**src/sv/lshi_pkg.sv**
```systemverilog
package lshi_pkg;

  // Fixed field and state widths.
  localparam int SECTORS    = 8;
  localparam int SECTOR_W   = 3;
  localparam int ANGLE_W    = 16;
  localparam int DIST_IN_W  = 18;
  localparam int DIST_W     = 16;
  localparam int QUAL_W     = 8;
  localparam int SUM_W      = 20;
  localparam int CNT_W      = 4;
  localparam int FAR_W      = 14;
  localparam int MODES_W    = 16;
  localparam int LEVEL_W    = 8;
  localparam int DEN_W      = FAR_W + CNT_W;
  localparam int NUM_W      = DEN_W + LEVEL_W;
  localparam int BIT_IDX_W  = 3;
  localparam int CFG_IDX_W  = 2;
  localparam int CFG_DATA_W = 16;

  // Half a sector in Q14 angle units, used to round to the nearest sector.
  localparam logic [ANGLE_W-1:0] ANGLE_ROUND = 16'd4096;

  // Register indexes of the configuration port.
  localparam logic [CFG_IDX_W-1:0] REG_SECTOR_MODES  = 2'd0;
  localparam logic [CFG_IDX_W-1:0] REG_QUALITY_FLOOR = 2'd1;
  localparam logic [CFG_IDX_W-1:0] REG_NEAR_DISTANCE = 2'd2;
  localparam logic [CFG_IDX_W-1:0] REG_FAR_DISTANCE  = 2'd3;

  // Reset values of the configuration registers.
  localparam logic [MODES_W-1:0] RST_SECTOR_MODES  = 16'h5555;
  localparam logic [QUAL_W-1:0]  RST_QUALITY_FLOOR = 8'd60;
  localparam logic [DIST_W-1:0]  RST_NEAR_DISTANCE = 16'd300;
  localparam logic [FAR_W-1:0]   RST_FAR_DISTANCE  = 14'd3000;

  // Per-sector mode codes.
  localparam logic [1:0] MODE_AVERAGE    = 2'd0;
  localparam logic [1:0] MODE_MINIMUM    = 2'd1;
  localparam logic [1:0] MODE_CUMULATIVE = 2'd2;

  localparam logic [LEVEL_W-1:0] LEVEL_FULL = 8'd255;

  typedef enum logic [2:0] {
    ST_IDLE,
    ST_PREP,
    ST_CMP,
    ST_SCALE,
    ST_OVF,
    ST_DIV,
    ST_OUT
  } state_t;

endpackage

```
**src/sv/lidar_sector_haptic_intensity_core.sv**
```systemverilog
// Sequence: an emitting sample passes PREP and CMP, then SCALE, OVF and the eight steps of the
// restoring divider when the divider runs, SCALE and OVF alone when the quotient clamps at full
// drive, and neither when the compare settles the level alone; every path ends in OUT. The input
// is stalled from an emitting sample's accept until its result is taken, output stalls included;
// a dropped or non-emitting sample does not stall it. A shared subtractor runs the arithmetic.
// Reset (rst, synchronous, active high) restores register defaults and empties every sector.
module lidar_sector_haptic_intensity_core #(
  parameter int BLOCK_LENGTH = 10
) (
  input  logic                                 clk,
  input  logic                                 rst,
  input  logic                                 in_valid,
  output logic                                 in_stall,
  input  logic [lshi_pkg::ANGLE_W-1:0]         angle_q14,
  input  logic [lshi_pkg::DIST_IN_W-1:0]       distance_q2,
  input  logic [lshi_pkg::QUAL_W-1:0]          quality,
  output logic                                 out_valid,
  input  logic                                 out_stall,
  output logic [lshi_pkg::SECTOR_W-1:0]        sector,
  output logic [lshi_pkg::LEVEL_W-1:0]         intensity,
  input  logic                                 cfg_valid,
  output logic                                 cfg_ready,
  input  logic [lshi_pkg::CFG_IDX_W-1:0]       cfg_index,
  input  logic [lshi_pkg::CFG_DATA_W-1:0]      cfg_data
);

  // The block length is stored in the four-bit fill counter.
  localparam logic [lshi_pkg::CNT_W-1:0] BLOCK_LEN = lshi_pkg::CNT_W'(BLOCK_LENGTH);

  // Configuration registers.
  logic [lshi_pkg::MODES_W-1:0] sector_modes;
  logic [lshi_pkg::QUAL_W-1:0]  quality_floor;
  logic [lshi_pkg::DIST_W-1:0]  near_distance;
  logic [lshi_pkg::FAR_W-1:0]   far_distance;

  // Per-sector block state. Only eight entries, read at the one sector that the
  // incoming request selects, so they live in flip-flops and reset clears them.
  logic [lshi_pkg::SUM_W-1:0]  block_sum  [lshi_pkg::SECTORS];
  logic [lshi_pkg::DIST_W-1:0] block_min  [lshi_pkg::SECTORS];
  logic [lshi_pkg::CNT_W-1:0]  fill_count [lshi_pkg::SECTORS];

  lshi_pkg::state_t state, state_next;

  // Operands of the intensity calculation and the divider's working registers.
  logic [lshi_pkg::SUM_W-1:0]     op_total;
  logic [lshi_pkg::CNT_W-1:0]     op_count;
  logic [lshi_pkg::DEN_W-1:0]     fc;
  logic [lshi_pkg::DEN_W-1:0]     den;
  logic                           far_gt_near;
  logic [lshi_pkg::NUM_W-1:0]     rem;
  logic [lshi_pkg::LEVEL_W-1:0]   quot;
  logic [lshi_pkg::BIT_IDX_W-1:0] bit_idx;

  // Decode of the incoming request. The sector is the angle rounded to the
  // nearest 45 degrees; the 16-bit add wraps, which gives the modulo-8 wrap
  // towards north for free.
  logic                          in_accept;
  logic [lshi_pkg::ANGLE_W-1:0]  angle_rounded;
  logic [lshi_pkg::SECTOR_W-1:0] in_sector;
  logic [lshi_pkg::DIST_W-1:0]   in_dist;
  logic [1:0]                    in_mode;
  logic                          in_keep;
  logic [lshi_pkg::SUM_W-1:0]    new_sum;
  logic [lshi_pkg::DIST_W-1:0]   new_min;
  logic [lshi_pkg::CNT_W-1:0]    new_count;
  logic                          block_full;
  logic                          emit;

  assign in_accept     = in_valid && !in_stall;
  assign angle_rounded = angle_q14 + lshi_pkg::ANGLE_ROUND;
  assign in_sector     = angle_rounded[lshi_pkg::ANGLE_W-1 -: lshi_pkg::SECTOR_W];
  assign in_dist       = distance_q2[lshi_pkg::DIST_IN_W-1:2];
  assign in_mode       = sector_modes[{in_sector, 1'b0} +: 2];
  assign in_keep       = quality >= quality_floor;
  assign new_sum       = block_sum[in_sector] + lshi_pkg::SUM_W'(in_dist);
  assign new_min       = (in_dist >= near_distance && in_dist < block_min[in_sector]) ?
                         in_dist : block_min[in_sector];
  assign new_count     = fill_count[in_sector] + 1'b1;
  assign block_full    = new_count >= BLOCK_LEN;
  assign emit          = block_full || (in_mode == lshi_pkg::MODE_CUMULATIVE);

  // Far minus near, signed by one extra bit. When far exceeds near the
  // difference fits the far register's width.
  logic [lshi_pkg::DIST_W:0] far_minus_near;
  assign far_minus_near = {3'b000, far_distance} - {1'b0, near_distance};

  // The shared subtractor. Every arithmetic step after the setup state goes
  // through it: the beyond-far compare, the scaling by 255 (x*256 - x), the
  // overflow check against den*256 and each restoring-division step.
  logic [lshi_pkg::NUM_W-1:0] sub_a, sub_b;
  logic [lshi_pkg::NUM_W:0]   sub_diff;
  logic                       sub_ge;
  logic                       sub_zero;

  always_comb begin
    sub_a = '0;
    sub_b = '0;
    case (state)
      lshi_pkg::ST_CMP: begin
        sub_a = lshi_pkg::NUM_W'(fc);
        sub_b = lshi_pkg::NUM_W'(op_total);
      end
      lshi_pkg::ST_SCALE: begin
        sub_a = {rem[lshi_pkg::DEN_W-1:0], 8'd0};
        sub_b = rem;
      end
      lshi_pkg::ST_OVF: begin
        sub_a = rem;
        sub_b = {den, 8'd0};
      end
      lshi_pkg::ST_DIV: begin
        sub_a = rem;
        sub_b = lshi_pkg::NUM_W'(den) << bit_idx;
      end
      default: begin
        sub_a = '0;
        sub_b = '0;
      end
    endcase
  end

  assign sub_diff = {1'b0, sub_a} - {1'b0, sub_b};
  assign sub_ge   = !sub_diff[lshi_pkg::NUM_W];
  assign sub_zero = sub_diff == '0;

  // Next-state logic of the sequencer.
  always_comb begin
    state_next = state;
    case (state)
      lshi_pkg::ST_IDLE: begin
        if (in_accept && in_keep && emit) begin
          state_next = lshi_pkg::ST_PREP;
        end
      end
      lshi_pkg::ST_PREP: begin
        state_next = lshi_pkg::ST_CMP;
      end
      lshi_pkg::ST_CMP: begin
        // Total at or beyond far, in every mode, or far not above near: the
        // level is settled without dividing.
        if (!sub_ge || sub_zero || !far_gt_near) begin
          state_next = lshi_pkg::ST_OUT;
        end else begin
          state_next = lshi_pkg::ST_SCALE;
        end
      end
      lshi_pkg::ST_SCALE: begin
        state_next = lshi_pkg::ST_OVF;
      end
      lshi_pkg::ST_OVF: begin
        state_next = sub_ge ? lshi_pkg::ST_OUT : lshi_pkg::ST_DIV;
      end
      lshi_pkg::ST_DIV: begin
        if (bit_idx == '0) begin
          state_next = lshi_pkg::ST_OUT;
        end
      end
      lshi_pkg::ST_OUT: begin
        if (!out_stall) begin
          state_next = lshi_pkg::ST_IDLE;
        end
      end
      default: begin
        state_next = lshi_pkg::ST_IDLE;
      end
    endcase
  end

  // Handshake outputs follow the state alone. The configuration port never
  // pushes back.
  always_comb begin
    in_stall  = 1'b1;
    out_valid = 1'b0;
    cfg_ready = 1'b1;
    case (state)
      lshi_pkg::ST_IDLE: begin
        in_stall = 1'b0;
      end
      lshi_pkg::ST_OUT: begin
        out_valid = 1'b1;
      end
      default: begin
        in_stall  = 1'b1;
        out_valid = 1'b0;
      end
    endcase
  end

  // Control state, configuration and per-sector block state.
  always_ff @(posedge clk) begin
    if (rst) begin
      state         <= lshi_pkg::ST_IDLE;
      sector_modes  <= lshi_pkg::RST_SECTOR_MODES;
      quality_floor <= lshi_pkg::RST_QUALITY_FLOOR;
      near_distance <= lshi_pkg::RST_NEAR_DISTANCE;
      far_distance  <= lshi_pkg::RST_FAR_DISTANCE;
      for (int s = 0; s < lshi_pkg::SECTORS; s++) begin
        block_sum[s]  <= '0;
        block_min[s]  <= '1;
        fill_count[s] <= '0;
      end
    end else begin
      state <= state_next;

      if (cfg_valid && cfg_ready) begin
        case (cfg_index)
          lshi_pkg::REG_SECTOR_MODES:  sector_modes  <= cfg_data;
          lshi_pkg::REG_QUALITY_FLOOR: quality_floor <= cfg_data[lshi_pkg::QUAL_W-1:0];
          lshi_pkg::REG_NEAR_DISTANCE: near_distance <= cfg_data;
          lshi_pkg::REG_FAR_DISTANCE:  far_distance  <= cfg_data[lshi_pkg::FAR_W-1:0];
          default: begin
          end
        endcase
      end

      // A kept sample joins its sector's block at once; a full block is
      // emptied in the same cycle, its totals having been copied to the
      // operand registers below.
      if (in_accept && in_keep) begin
        if (block_full) begin
          block_sum[in_sector]  <= '0;
          block_min[in_sector]  <= '1;
          fill_count[in_sector] <= '0;
        end else begin
          block_sum[in_sector]  <= new_sum;
          block_min[in_sector]  <= new_min;
          fill_count[in_sector] <= new_count;
        end
      end
    end
  end

  // Datapath registers: no reset needed, each is loaded before it is used.
  always_ff @(posedge clk) begin
    case (state)
      lshi_pkg::ST_IDLE: begin
        if (in_accept && in_keep) begin
          sector <= in_sector;
          // Minimum mode works on the block minimum as a value over a count
          // of one; the other modes on the block sum over its fill count.
          if (in_mode == lshi_pkg::MODE_MINIMUM) begin
            op_total <= lshi_pkg::SUM_W'(new_min);
            op_count <= lshi_pkg::CNT_W'(1);
          end else begin
            op_total <= new_sum;
            op_count <= new_count;
          end
        end
      end
      lshi_pkg::ST_PREP: begin
        fc          <= far_distance * op_count;
        den         <= far_minus_near[lshi_pkg::FAR_W-1:0] * op_count;
        far_gt_near <= !far_minus_near[lshi_pkg::DIST_W] && (far_minus_near != '0);
      end
      lshi_pkg::ST_CMP: begin
        rem <= sub_diff[lshi_pkg::NUM_W-1:0];
        if (!sub_ge || sub_zero) begin
          intensity <= '0;
        end else if (!far_gt_near) begin
          intensity <= lshi_pkg::LEVEL_FULL;
        end
      end
      lshi_pkg::ST_SCALE: begin
        rem     <= sub_diff[lshi_pkg::NUM_W-1:0];
        quot    <= '0;
        bit_idx <= '1;
      end
      lshi_pkg::ST_OVF: begin
        // A quotient of 256 or more clamps to full drive.
        if (sub_ge) begin
          intensity <= lshi_pkg::LEVEL_FULL;
        end
      end
      lshi_pkg::ST_DIV: begin
        if (sub_ge) begin
          rem <= sub_diff[lshi_pkg::NUM_W-1:0];
        end
        quot    <= quot | (sub_ge ? (lshi_pkg::LEVEL_W'(1) << bit_idx) : '0);
        bit_idx <= bit_idx - 1'b1;
        if (bit_idx == '0) begin
          intensity <= quot | lshi_pkg::LEVEL_W'(sub_ge);
        end
      end
      default: begin
      end
    endcase
  end

endmodule

```
**config.mk**
```make
export PLATFORM = sky130hd
export DESIGN_NAME = lidar_sector_haptic_intensity_core
export DESIGN_NICKNAME = d
export VERILOG_FILES = /design/src/sv/lshi_pkg.sv /design/src/sv/lidar_sector_haptic_intensity_core.sv
export SDC_FILE = /design/constraint.sdc
export NUM_CORES = 1
export LEC_CHECK = 0
export ABC_AREA = 1
export BUFFER_PORTS_ARGS = -buffer_cell sky130_fd_sc_hd__buf_2
export CAP_MARGIN = 5
export CORE_MARGIN = 2
export CORE_UTILIZATION = 55
export CTS_BUF_LIST = sky130_fd_sc_hd__clkbuf_4 sky130_fd_sc_hd__clkbuf_8
export CTS_CLUSTER_DIAMETER = 60
export DETAILED_ROUTE_END_ITERATION = 10
export PLACE_DENSITY_LB_ADDON = 0.1
export SYNTH_ARGS = -nofsm -noshare
export SYNTH_HDL_FRONTEND = slang
export SYNTH_SLANG_ARGS = --single-unit
```
**constraint.sdc**
```tcl
create_clock -name clk -period 4.6 [get_ports clk]
set_input_delay 0.46 -clock clk [delete_from_list [all_inputs] [get_ports clk]]
set_output_delay 0.46 -clock clk [all_outputs]
set_load 0.005 [all_outputs]
```
==> flow_summary.yaml <==
drt:
  post_drt_wl_per_cell_um: 21.8
  vias: 25100
  postRouteAntennaNets: 0
  drt-vias-per-instance: 5.88
  detailedRoute.firstPassIterationCount: 6
  dr.first_iter.drc_count: 2543
  drc_errors: 0
  wl_um: 92800
timing:
  layout_worst_path_cycle_share_pct: 97.3
  max_slew_margin_pct: 24.1
  slew_at_the_pin_closest_to_its_max_slew_limit_ns: 1.14
  fin_skew_ns: 0.0536
  report.final.slew_viol_count: 0
  max_clock_freq_mhz: 223
  finalSetupViolCount: 0
  final.hold.worst_slack_ns: 0.0405
  period_needed_ns: 4.48
  finalHoldViolations: 0
floorplanning:
  die_area_mm2: 0.0547
  die_height_um: 234
  fp.coreArea_mm2: 0.0524
  die_w_um: 234
  initial_cell_density_of_the_core_pct: 55.4
  rows: 84
  boundaryPins: 79
setup_path:
  timing.critical_path.arrival_ns: 4.89
  critPathMaxStageDelay_ns: 0.54
  worst-endpoint-required_ns: 5.01
  worstReg2RegEnd: "den[16]"
  crit-reg2reg-launch: "far_distance[0]"
  reg2reg_setup_slack_ns: 0.12
  setup.worst_path.end_class: "flip-flop"
  critical_path.max_fanout: 3
  critical_path.n_buffers_inverters: 7
  worstRegToRegCells: 26
  timing.critical_path.from_type: "flip-flop"
  critPathKind: "reg -> reg"
  crit_path_top_delay_cell: "sky130_fd_sc_hd__fa_1"
  crit_family: "adder cells"
clock_tree:
  number_of_buffers_created_by_cts: 86
  tritoncts: "yes"
  cts.reportedPaths.clkPinSlew_ns: 0.06
  skew_pair_late_insertion_delay_ns: 0.71
  cts-root-buf: "sky130_fd_sc_hd__clkbuf_8"
  max-clock-path-buffers: 3
  cts_num_sinks: 486
  cts-htree-levels: 3
cells_and_area:
  drive_above_1_share_pct: 16.4
  area_growth_syn_to_layout_pct: 16.5
  layout.filler_cells: 4345
  final_core_util_pct: 64.6
  finish.net_count: 3776
  layout.area.seq_mm2: 0.0140
  antenna_cells: 0
  area_of_the_multi_input_gates_mm2: 0.0132
  final_cell_mix: "732 x sky130_fd_sc_hd__nand2_1, 429 x sky130_fd_sc_hd__edfxtp_1, 392 x sky130_fd_sc_hd__inv_1"
  mostFrequentLayoutCell: "sky130_fd_sc_hd__nand2_1"
  layout.cell_area.non_filler_mm2: 0.0339
  instances_no_fill: 4263
grt:
  grt_antenna_before_repair: 0
  first_pass_grt_wire_length_um: 140000
  global_route.overflow_total: 0
  grt_usage_pct: 34.1
  grt_pass1_vias: 24500
  grt_max_degree: 69
run:
  maxCapViolCount: 0
placed_design:
  dpl.cell_count: 4098
  hpwl_after_detailed_placement_um: 63900
  place.gp.congestion: 0.957
  place.port_buffers: 63
  placedInstanceArea_mm2: 0.0316
yosys:
  synth_area_leaders: "sky130_fd_sc_hd__edfxtp_1 44%, sky130_fd_sc_hd__nand2_1 9.7%, sky130_fd_sc_hd__ha_1 6.5%"
  netlist.area_leader.share_pct: 44.3
  ys_seq_area_share_pct: 48.3
  syn_area_mm2: 0.0291
  synthCells: 3251
  synth.yosys.warnings: 0
  synth_edf_count: 429
  synth_ff_type: "sky130_fd_sc_hd__edfxtp_1"
  synth.largest_area_cell: "sky130_fd_sc_hd__edfxtp_1"
  synth.net_count: 3517
  synth_async_sr_flop_share_pct: 0
  synth.lib_cells_used.distinct: 56
  ys_seq_elements: 486
  post_synth.cell_area_avg_um2: 8.94
power_and_ir_drop:
  p_leak_nw: 14.4
  netSwitchingPower_w: 0.00464
  seqPwrFrac_pct: 37.8
  power.density_cell_area_mw_per_mm2: 408
  vdd_drop_max_v: 0.000299
  share_clk_of_total_power_pct: 31.0
  internal_dissipation_w: 0.00920
  total_power_w: 0.0138
  power_frac_comb_pct: 31.2
  power.switching_fraction_pct: 33.5
hold_path:
  worst_hold_startpoint: "out_stall"
  depth_of_the_worst_hold_timing_path: 3
  hold_path_class: "in -> reg"
  min_to: "state[1]"
run_status:
  outcome: "completed"
## power groups by stage
stage          Clock [W]  Sequential [W]  Combinational (W)
2_1_floorplan          0         0.00526            0.00237
3_3_place_gp           0         0.00531            0.00390
3_5_place_dp           0         0.00531            0.00397
4_1_cts          0.00432         0.00523            0.00401
5_1_grt          0.00451         0.00524            0.00474
6_report         0.00429         0.00523            0.00432
## metrics by stage
step	setup slack (ns)	TNS [ns]
3_5_place_dp	-0.209	-3.38
6_report	0.124	0
3_3_place_gp	-0.148	-1.07
4_1_cts	0.0657	0
2_1_floorplan	0.0547	0
5_1_grt	-0.110	-0.396
## synthesized netlist by cell type (51+ instances only)
cell                       count
sky130_fd_sc_hd__edfxtp_1    429
sky130_fd_sc_hd__inv_1       395
sky130_fd_sc_hd__nand3_1      97
sky130_fd_sc_hd__o21ai_0     127
sky130_fd_sc_hd__nor2_1      351
sky130_fd_sc_hd__dfxtp_1      57
sky130_fd_sc_hd__nand2_1     749
sky130_fd_sc_hd__ha_1        150
sky130_fd_sc_hd__o22ai_1      62
sky130_fd_sc_hd__fa_1         51
sky130_fd_sc_hd__a21oi_1     151
sky130_fd_sc_hd__clkbuf_1     90
sky130_fd_sc_hd__nand4_1     156
## layer usage
metal	GRT usage [%]	share of wire (%)
met1	42.6	39
met2	57.8	48
met3	5.54	7.9
met4	16.7	5.5
met5	0	0
## cell type report
class	count	share of cell area (%)
Clock inverter	47	1.35
Timing Repair Buffer	305	7.22
Tap cell	688	2.54
Inverter	411	4.56
Sequential cell	486	41.4
Clock buffer	106	3.98
Multi-Input combinational cell	2220	38.9
## worst reg2reg max path: cells and delay by family (launching register included)
| family | cells | cell delay, ns |
|---|---|---|
| adder cells (fa/ha/maj) | 5 | 1.81 |
| buffers and inverters | 7 | 0.64 |
| AND/OR/NAND/NOR | 8 | 0.58 |
| AO/OA/AOI/OAI | 4 | 0.56 |
| XOR/XNOR | 2 | 0.33 |
| flip-flops | 1 | 0.32 |
## worst max path at each step
stage	from	endpoint	slack, ns	depth (start not counted)
final	far_distance[0]	den[16]	0.12	26
after global routing	far_distance[0]	den[16]	-0.11	27
after CTS	near_distance[0]	den[16]	0.07	24
after detailed placement	angle_q14[12]	op_total[12]	-0.21	22
after global placement	angle_q14[12]	op_total[12]	-0.15	22
after floorplan	far_distance[0]	den[17]	0.05	22
## sequential cells by signal (all words and copies together) (netlist names)
signal         cells
far_distance      14
op_count           4
quality_floor      8
fc                18
sector             3
far_gt_near        1
state              3
sector_modes      16
quot               8
op_total          20
bit_idx            3
rem               26
block_min        128
den               18
near_distance     16
intensity          8
block_sum        160
fill_count        32
## repair_timing
item,CTS,global route
setup buffers,0,7
resized for setup,11,64
pin swaps,1,33
hold buffers,6,0
endpoints found under the hold margin,9,0
endpoints found under the setup margin,3,13
## cells by family after synthesis
| group | count (synthesis) | share of synthesized area (%) |
|---|---|---|
| other | 1 | 0.0129 |
| and+or+nand+nor | 1465 | 21.8 |
| AOI/OAI and AO/OA | 487 | 10.2 |
| muxes | 2 | 0.0689 |
| adders and majority gates | 201 | 9.97 |
| xor gates and xnor gates | 64 | 2.06 |
| DFF | 486 | 48.3 |
| buffers and inverters | 545 | 7.56 |
Note: power is estimated with default switching activity, not from simulation.
